$ cat src/sv/can_frame_tx_rx_fifo_pair_top_assert.svh
// ----------------------------------------------------------------------------
// Assertion macros for the CAN frame queue pair
// Shared property wrappers, clocked on clk and disabled during rst.
// ----------------------------------------------------------------------------
`ifndef CAN_FRAME_TX_RX_FIFO_PAIR_TOP_ASSERT_SVH
`define CAN_FRAME_TX_RX_FIFO_PAIR_TOP_ASSERT_SVH

// same-cycle implication
`define CFMQ_ASSERT_IMPL(lbl, ante, cons, msg) \
  lbl: assert property (@(posedge clk) disable iff (rst) (ante) |-> (cons)) \
    else $error(msg);

// next-cycle implication
`define CFMQ_ASSERT_NEXT(lbl, ante, cons, msg) \
  lbl: assert property (@(posedge clk) disable iff (rst) (ante) |=> (cons)) \
    else $error(msg);

`endif

$ cat src/sv/cfmq_pkg.sv
// ----------------------------------------------------------------------------
// CAN frame queue pair package
// Widths, operation and status codes, entry types and payload helpers.
// ----------------------------------------------------------------------------
`timescale 1ns / 1ps

package cfmq_pkg;

  localparam int QUEUE_SLOTS = 128;
  localparam int PTR_W       = $clog2(QUEUE_SLOTS);
  localparam int BYTES       = 8;

  localparam int KIND_W   = 3;
  localparam int ID_W     = 32;
  localparam int DLC_W    = 4;
  localparam int DATA_W   = 64;
  localparam int STATUS_W = 2;
  localparam int CNT_W    = 32;

  localparam logic [KIND_W-1:0] KIND_SEND    = 3'd0;
  localparam logic [KIND_W-1:0] KIND_READ    = 3'd1;
  localparam logic [KIND_W-1:0] KIND_DELIVER = 3'd2;
  localparam logic [KIND_W-1:0] KIND_FETCH   = 3'd3;
  localparam logic [KIND_W-1:0] KIND_FLUSH   = 3'd4;
  localparam logic [KIND_W-1:0] KIND_RESTART = 3'd5;

  localparam logic [STATUS_W-1:0] ST_DONE    = 2'd0;
  localparam logic [STATUS_W-1:0] ST_EMPTY   = 2'd1;
  localparam logic [STATUS_W-1:0] ST_FULL    = 2'd2;
  localparam logic [STATUS_W-1:0] ST_PASSIVE = 2'd3;

  typedef logic [PTR_W-1:0] ptr_t;

  typedef struct packed {
    logic [ID_W-1:0]   id;
    logic [DLC_W-1:0]  dlc;
    logic [DATA_W-1:0] data;
  } frame_t;

  localparam int FRAME_W = $bits(frame_t);

  typedef struct packed {
    logic              we;
    ptr_t              waddr;
    frame_t            wdata;
    logic              re;
    ptr_t              raddr;
  } mem_req_t;

  typedef struct packed {
    logic [STATUS_W-1:0] status;
    logic [ID_W-1:0]     frame_id;
    logic [DLC_W-1:0]    frame_dlc;
    logic [DATA_W-1:0]   frame_data;
    logic [CNT_W-1:0]    tx_overruns;
    logic [CNT_W-1:0]    rx_overruns;
  } result_t;

  function automatic ptr_t next_slot(input ptr_t p);
    return (p == PTR_W'(QUEUE_SLOTS - 1)) ? '0 : p + ptr_t'(1);
  endfunction

  // zero every byte at or above the length code
  function automatic logic [DATA_W-1:0] keep_valid_bytes(input logic [DATA_W-1:0] d,
                                                          input logic [DLC_W-1:0] len);
    logic [DATA_W-1:0] r;
    r = '0;
    for (int i = 0; i < BYTES; i++) begin
      if (len > DLC_W'(i)) begin
        r[i*8 +: 8] = d[i*8 +: 8];
      end
    end
    return r;
  endfunction

endpackage

$ cat src/sv/cfmq_if.sv
// ----------------------------------------------------------------------------
// CAN frame queue pair channel interfaces
// Request, result and configuration channels with valid/ready.
// ----------------------------------------------------------------------------
`timescale 1ns / 1ps

interface cfmq_req_if import cfmq_pkg::*; ();
  logic              valid;
  logic              ready;
  logic [KIND_W-1:0] kind;
  logic [ID_W-1:0]   identifier;
  logic [DLC_W-1:0]  dlc;
  logic [DATA_W-1:0] data;

  modport source (output valid, kind, identifier, dlc, data, input ready);
  modport sink   (input valid, kind, identifier, dlc, data, output ready);
endinterface


interface cfmq_cfg_if import cfmq_pkg::*; ();
  logic valid;
  logic ready;
  logic bus_active;

  modport source (output valid, bus_active, input ready);
  modport sink   (input valid, bus_active, output ready);
endinterface

$ cat src/sv/cfmq_ctrl.sv
// ----------------------------------------------------------------------------
// CAN frame queue pair controller
// Ring pointers, overrun counters, bus flag and memory sequencing.
// ----------------------------------------------------------------------------
`timescale 1ns / 1ps
`include "can_frame_tx_rx_fifo_pair_top_assert.svh"

module cfmq_ctrl import cfmq_pkg::*; (
  input  logic            clk,
  input  logic            rst,
  cfmq_req_if.sink        req,
  cfmq_cfg_if.sink        cfg,
  input  logic            out_free,
  output logic            res_load,
  output result_t         res,
  output mem_req_t        tx_req,
  output mem_req_t        rx_req,
  input  frame_t          tx_rdata,
  input  frame_t          rx_rdata
);

  localparam logic S_IDLE = 1'b0;
  localparam logic S_READ = 1'b1;

  logic             state, state_next;
  logic             pend_rx, pend_rx_next;
  logic             bus_active, bus_active_next;
  ptr_t             tx_wr, tx_wr_next, tx_rd, tx_rd_next;
  ptr_t             rx_wr, rx_wr_next, rx_rd, rx_rd_next;
  logic [CNT_W-1:0] tx_drop, tx_drop_next, rx_drop, rx_drop_next;

  logic   acc;
  logic   tx_full, tx_empty, rx_full, rx_empty;
  frame_t rd_frame;

  assign req.ready = (state == S_IDLE) && out_free;
  assign cfg.ready = 1'b1;
  assign acc       = req.valid && req.ready;

  assign tx_full  = (next_slot(tx_wr) == tx_rd);
  assign rx_full  = (next_slot(rx_wr) == rx_rd);
  assign tx_empty = (tx_rd == tx_wr);
  assign rx_empty = (rx_rd == rx_wr);

  assign rd_frame = pend_rx ? rx_rdata : tx_rdata;

  always_comb begin
    state_next      = state;
    pend_rx_next    = pend_rx;
    bus_active_next = bus_active;
    tx_wr_next      = tx_wr;
    tx_rd_next      = tx_rd;
    rx_wr_next      = rx_wr;
    rx_rd_next      = rx_rd;
    tx_drop_next    = tx_drop;
    rx_drop_next    = rx_drop;
    tx_req          = '0;
    rx_req          = '0;
    res             = '0;
    res_load        = 1'b0;

    if (state == S_READ) begin
      // frame arrives from the RAM in the cycle after the read
      res_load       = 1'b1;
      res.status     = ST_DONE;
      res.frame_id   = rd_frame.id;
      res.frame_dlc  = rd_frame.dlc;
      res.frame_data = pend_rx ? keep_valid_bytes(rd_frame.data, rd_frame.dlc)
                               : rd_frame.data;
      state_next     = S_IDLE;
    end else if (acc) begin
      res_load   = 1'b1;
      res.status = ST_DONE;
      unique case (req.kind)
        KIND_SEND: begin
          if (!bus_active) begin
            res.status = ST_PASSIVE;
          end else if (tx_full) begin
            tx_drop_next = tx_drop + CNT_W'(1);
            res.status   = ST_FULL;
          end else begin
            tx_req.we         = 1'b1;
            tx_req.waddr      = tx_wr;
            tx_req.wdata.id   = req.identifier;
            tx_req.wdata.dlc  = req.dlc;
            tx_req.wdata.data = keep_valid_bytes(req.data, req.dlc);
            tx_wr_next        = next_slot(tx_wr);
          end
        end
        KIND_READ: begin
          if (!bus_active) begin
            res.status = ST_PASSIVE;
          end else if (rx_empty) begin
            res.status = ST_EMPTY;
          end else begin
            rx_req.re    = 1'b1;
            rx_req.raddr = rx_rd;
            rx_rd_next   = next_slot(rx_rd);
            pend_rx_next = 1'b1;
            res_load     = 1'b0;
            state_next   = S_READ;
          end
        end
        KIND_DELIVER: begin
          if (rx_full) begin
            rx_drop_next = rx_drop + CNT_W'(1);
            res.status   = ST_FULL;
          end else begin
            rx_req.we         = 1'b1;
            rx_req.waddr      = rx_wr;
            rx_req.wdata.id   = req.identifier;
            rx_req.wdata.dlc  = req.dlc;
            rx_req.wdata.data = req.data;
            rx_wr_next        = next_slot(rx_wr);
          end
        end
        KIND_FETCH: begin
          if (tx_empty) begin
            res.status = ST_EMPTY;
          end else begin
            tx_req.re    = 1'b1;
            tx_req.raddr = tx_rd;
            tx_rd_next   = next_slot(tx_rd);
            pend_rx_next = 1'b0;
            res_load     = 1'b0;
            state_next   = S_READ;
          end
        end
        KIND_FLUSH: begin
          tx_wr_next = '0;
          tx_rd_next = '0;
          rx_wr_next = '0;
          rx_rd_next = '0;
        end
        KIND_RESTART: begin
          tx_wr_next      = '0;
          tx_rd_next      = '0;
          rx_wr_next      = '0;
          rx_rd_next      = '0;
          tx_drop_next    = '0;
          rx_drop_next    = '0;
          bus_active_next = 1'b1;
        end
        default: begin
        end
      endcase
    end

    if (cfg.valid) begin
      bus_active_next = cfg.bus_active;
    end

    res.tx_overruns = tx_drop_next;
    res.rx_overruns = rx_drop_next;
  end

  always_ff @(posedge clk) begin
    if (rst) begin
      state      <= S_IDLE;
      pend_rx    <= 1'b0;
      bus_active <= 1'b0;
      tx_wr      <= '0;
      tx_rd      <= '0;
      rx_wr      <= '0;
      rx_rd      <= '0;
      tx_drop    <= '0;
      rx_drop    <= '0;
    end else begin
      state      <= state_next;
      pend_rx    <= pend_rx_next;
      bus_active <= bus_active_next;
      tx_wr      <= tx_wr_next;
      tx_rd      <= tx_rd_next;
      rx_wr      <= rx_wr_next;
      rx_rd      <= rx_rd_next;
      tx_drop    <= tx_drop_next;
      rx_drop    <= rx_drop_next;
    end
  end

  `CFMQ_ASSERT_IMPL(a_read_lands, state == S_READ,
                    out_free && res_load && !req.ready, "read result not loaded")
  `CFMQ_ASSERT_NEXT(a_read_enters, tx_req.re || rx_req.re, state == S_READ,
                    "RAM read without read state")
  `CFMQ_ASSERT_NEXT(a_restart_clears, acc && req.kind == KIND_RESTART && !cfg.valid,
                    tx_drop == '0 && rx_drop == '0 && bus_active, "restart left state")
  `CFMQ_ASSERT_NEXT(a_tx_full_drop, acc && req.kind == KIND_SEND && bus_active && tx_full,
                    $stable(tx_wr) && tx_drop == $past(tx_drop) + 32'd1,
                    "full send stored a frame")

endmodule

$ cat src/flat_wrapper.sv
// flat-port wrapper written by rule: the top's interface ports become plain ports
module cfmq_ctrl_flat import cfmq_pkg::*;
  (clk, rst, out_free, res_load, res, tx_req, rx_req, tx_rdata, rx_rdata, req_valid, req_kind, req_identifier, req_dlc, req_data, req_ready, cfg_valid, cfg_bus_active, cfg_ready);
  cfmq_req_if req_i ();
  cfmq_cfg_if cfg_i ();
  input  logic clk;
  input  logic rst;
  input  logic out_free;
  output logic res_load;
  output result_t res;
  output mem_req_t tx_req;
  output mem_req_t rx_req;
  input  frame_t tx_rdata;
  input  frame_t rx_rdata;
  input wire logic [$bits(req_i.valid)-1:0] req_valid;
  input wire logic [$bits(req_i.kind)-1:0] req_kind;
  input wire logic [$bits(req_i.identifier)-1:0] req_identifier;
  input wire logic [$bits(req_i.dlc)-1:0] req_dlc;
  input wire logic [$bits(req_i.data)-1:0] req_data;
  output wire logic [$bits(req_i.ready)-1:0] req_ready;
  input wire logic [$bits(cfg_i.valid)-1:0] cfg_valid;
  input wire logic [$bits(cfg_i.bus_active)-1:0] cfg_bus_active;
  output wire logic [$bits(cfg_i.ready)-1:0] cfg_ready;
  assign req_i.valid = req_valid;
  assign req_i.kind = req_kind;
  assign req_i.identifier = req_identifier;
  assign req_i.dlc = req_dlc;
  assign req_i.data = req_data;
  assign req_ready = req_i.ready;
  assign cfg_i.valid = cfg_valid;
  assign cfg_i.bus_active = cfg_bus_active;
  assign cfg_ready = cfg_i.ready;
  cfmq_ctrl u_core (.clk(clk), .rst(rst), .req(req_i), .cfg(cfg_i), .out_free(out_free), .res_load(res_load), .res(res), .tx_req(tx_req), .rx_req(rx_req), .tx_rdata(tx_rdata), .rx_rdata(rx_rdata));
endmodule
$ cat config.mk
export PLATFORM = sky130hd
export DESIGN_NAME = cfmq_ctrl_flat
export DESIGN_NICKNAME = d
export VERILOG_FILES = /design/src/sv/cfmq_pkg.sv /design/src/sv/cfmq_if.sv /design/src/sv/cfmq_ctrl.sv /design/src/flat_wrapper.sv
export VERILOG_INCLUDE_DIRS = /design/src /design/src/sv
export SDC_FILE = /design/constraint.sdc
export NUM_CORES = 1
export LEC_CHECK = 0
export ABC_AREA = 1
export BUFFER_PORTS_ARGS = -buffer_cell sky130_fd_sc_hd__buf_4
export CORE_AREA = 2 2 273 275
export CTS_CLUSTER_DIAMETER = 150
export CTS_CLUSTER_SIZE = 40
export DETAILED_ROUTE_END_ITERATION = 12
export DIE_AREA = 0 0 275 277
export MAX_ROUTING_LAYER = met4
export PLACE_DENSITY = 0.35
export SLEW_MARGIN = 40
export SYNTH_ARGS = -nofsm -noshare
export SYNTH_HDL_FRONTEND = slang
export SYNTH_SLANG_ARGS = --single-unit
$ cat constraint.sdc
create_clock -name clk -period 4.1 [get_ports clk]
set_input_delay 0.82 -clock clk [delete_from_list [all_inputs] [get_ports clk]]
set_output_delay 0.82 -clock clk [all_outputs]
set_load 0.02 [all_outputs]
==> results by group <==
Floorplan
  • Starting density of the core: 13.7%
  • Placeable Area: between 0.07 and 0.08 mm2
  • Die height: between 200 and 300 um
  • Row count: 100
  • IO Pins: slightly above 700
  • Die width: 275 um
  • Die area: 0.0762 mm2

Power and ir drop
  • Psw: approximately 0.97 mW
  • P_leak: ~9.1 nW
  • Power Dens Cells: 155 mW/mm2
  • P_int: around 1.7 mW
  • Clock power share: 33.1%
  • Reg power frac: 35.4%
  • Net Sw Frac: 36.3%
  • Worst VDD drop: 0.000187 V
  • Logic pwr share: 31.5%

Drt
  • Final ANT Viol Nets: 0
  • Via-per-instance ratio: ~4.3
  • DRC: 0
  • Average routed wire per standard cell: 28.9 um
  • DR iter-0 viols: about 990
  • Via count: 15400
  • Initial DRT Pass Iterations: 5
  • Total routed wirelength: 104000 um

Clock network
  • CTS Buf Count: 9
  • Max clock buf depth: 2
  • Clock H-tree levels: 3
  • TritonCTS clock tree: built
  • Clk pin slew, worst setup/hold paths: about 0.080 ns
  • Worst skew pair latency: 0.38 ns
  • Clk root buf: clkbuf_16
  • Clk sink count: 95

Critical path
  • CP Capture Type: output pin
  • Critical path launch point type: flop
  • WP data required: 3.28 ns
  • CP Class: reg2out
  • FF-to-FF setup slack: 1.45 ns
  • Reg2Reg Depth: 15
  • Critical path data arrival time: 3.03 ns
  • Worst r2r src: u_core.rx_wr[1]
  • Crit-path max FO: 21
  • R2R Path End: u_core.rx_wr[4]

Final layout
  • Fin cells: 3593
  • Share of cells above drive strength 1: approximately 33%
  • P&R area growth vs syn: 71.0%
  • Fill cell count: roughly 8600
  • Nets: 2932
  • Core Util, Final: 23.4%

STA
  • Minimum clock period: 3.85 ns
  • Tcrit/Tclk final: 93.9%
  • Fmax: 260 MHz
  • Worst-Margin Slew: ~0.79 ns
  • Max-slew violations: 0
  • Final hold violation count: 0
  • Final setup TNS: 0 ns
  • Clock skew: about 0.017 ns
  • RSZ-0062 raised after global routing: no
  • Slew Limit Headroom: a little under half
  • Final setup viols: 0

Logic synthesis
  • Top FF cell, synth: dfxtp_1
  • Top-count cell post-synth: nor2_1
  • Yosys reg bits: 95
  • Synth Cell Area: 0.0101 mm2
  • Synth warn: 0
  • Synthesized area per cell: 5.28 um2
  • Synth async-reset ratio: 0%
  • Post-synth EDFFs: 0
  • Synth cell count leaders: 420 x nor2_1, 405 x nand2_1, 301 x inv_1, 113 x nor3_1
  • Yosys cell types: 47
  • Area leader, netlist: dfxtp_1
  • Sequential cell area fraction in the yosys report: a little under a fifth
  • Yosys top cell area share: around a fifth
  • Mapped Nets: 2222
  • Ranking of synthesized cells by area: dfxtp_1 19%, nor2_1 16%, nand2_1 15%
  • Syn Inst Count: 1907

Status
  • Status: complete, no violations

Place
  • Placed insts: 3566
  • DP Wirelength: 90200 um
  • Port-buffer cells: a little over 700
  • Gp weighted congestion: 0.978

Global routing
  • Largest net degree at the start of global routing: 108
  • GRT overflow: 0
  • GR Util All Layers: 26.6%
  • Initial antenna violation count: 22
  • First-pass GRT wire length: 132000 um
  • Number of global-route vias before repair: around 15000

Flow run
  • Max-Cap Viols: 0

Worst hold path
  • Min-delay src: u_core.tx_drop[25]
  • WHS Path Cells: 2
  • Worst Hold Class: reg2reg
  • Worst Hold Path EP: u_core.tx_drop[25]
[stage by stage]
stage                     worst slack [ns]  power (mW)  instance area, um2  hold slack, ns
after floorplan                      0.454        1.26               10100           0.474
after global placement               0.125        1.79               16700           0.503
after detailed placement            0.0969        1.79               16700           0.508
after CTS                           0.0372        2.70               17000           0.520
after global routing                0.0146        2.81               17200           0.529
final                                0.251        2.68               17200           0.518
[worst max path at each step]
stage                      end       startpoint  slack (ns)  depth (start not counted)
floorplan           tx_req[64]         out_free        0.45                         10
global placement    tx_req[38]      req_kind[0]        0.13                         12
detailed placement  tx_req[38]      req_kind[0]         0.1                         12
CTS                     res[9]  u_core.rx_wr[0]        0.04                         17
global route        tx_req[69]  u_core.tx_wr[0]        0.01                         18
finish              tx_req[35]  u_core.tx_wr[0]        0.25                         15
[flip-flops by register name, summed over array words and instances, names as in the netlist]
register	cells
u_core.rx_rd	7
u_core.state	1
u_core.tx_drop	32
u_core.rx_drop	32
u_core.bus_active	1
u_core.rx_wr	7
u_core.tx_rd	7
u_core.tx_wr	7
u_core.pend_rx	1
[routing by layer]
metal  vias to the layer above  GRT usage [%]  wire, um
li1                       7439              -         -
met2                       566           45.0     50900
met5                         -              -         0
met4                         0           3.02      1090
met1                      7361           33.9     45800
met3                        37           4.55      6040
[cells in the final DEF (no fill, tap or decap), types with 5 or more instances in the layout]
cell,instances
buf_4,772
nor2_1,416
nand2_1,404
inv_1,299
nor3_1,109
a21oi_1,104
o21ai_0,103
nand3_1,99
dfxtp_1,92
nand4_1,35
clkbuf_16,14
o21ai_1,13
nor2_2,11
or2_2,10
xnor2_1,9
xor2_1,8
o211ai_1,8
a211oi_1,8
nor2_4,7
inv_2,7
nor4_1,7
nand2_4,6
nand3b_1,6
o21ai_2,6
nand2_2,5
nor2_8,5
ha_1,5
[layout make-up]
type	instances	area, um2	share of cell area [%]
Clock buffer	11	254	1.47
Tap cell	969	1210	7.04
Antenna cell	3	7.51	0.0436
Multi-Input combinational cell	1422	6680	38.8
Timing Repair Buffer	779	5970	34.7
Inverter	310	1170	6.78
Clock inverter	4	27.5	0.160
Sequential cell	95	1910	11.1
[power by group through the flow]
stage | clock network, mW | registers [mW] | logic, mW
global route | 0.961 | 0.948 | 0.898
CTS | 0.933 | 0.946 | 0.825
global placement | 0 | 0.968 | 0.826
finish | 0.886 | 0.946 | 0.843
floorplan | 0 | 0.960 | 0.297
detailed placement | 0 | 0.967 | 0.822
[timing repair]
action | CTS | global route
endpoints found under the hold margin | 0 | 0
endpoints found under the setup margin | 1 | 148
setup buffers | 0 | 4
pin swaps | 0 | 2
gates cloned | 0 | 5
gates resized for setup | 1 | 20
hold buffers | 0 | 0
[cell families (layout without fill, tap and decap cells)]
logic type | Yosys count | in the layout | synth area share (%)
AND/OR/NAND/NOR | 1135 | 1136 | 49.0
buffers and inverters | 391 | 1104 | 15.6
AO/OA/AOI/OAI | 261 | 261 | 14.1
flip-flops | 95 | 95 | 18.9
XOR/XNOR | 17 | 17 | 1.48
adder cells (fa/ha/maj) | 6 | 6 | 0.745
other | 1 | 4 | 0.0372
multiplexers | 1 | 1 | 0.0994
[critical path: stages, from the launching register on]
cell and delay [ns]:
dfxtp_1 0.36, ha_1 0.23, nand2_2 0.11, nor2_8 0.16, nand2_4 0.11, nand3_1 0.12, nand2_1 0.06, nand2_1 0.12
nor2_4 0.08, nand2_1 0.06, nand2_1 0.11, nor2_2 0.19, inv_4 0.14, buf_16 0.19, nor3_1 0.35, buf_4 0.22
(Power assumes the default switching activity.)
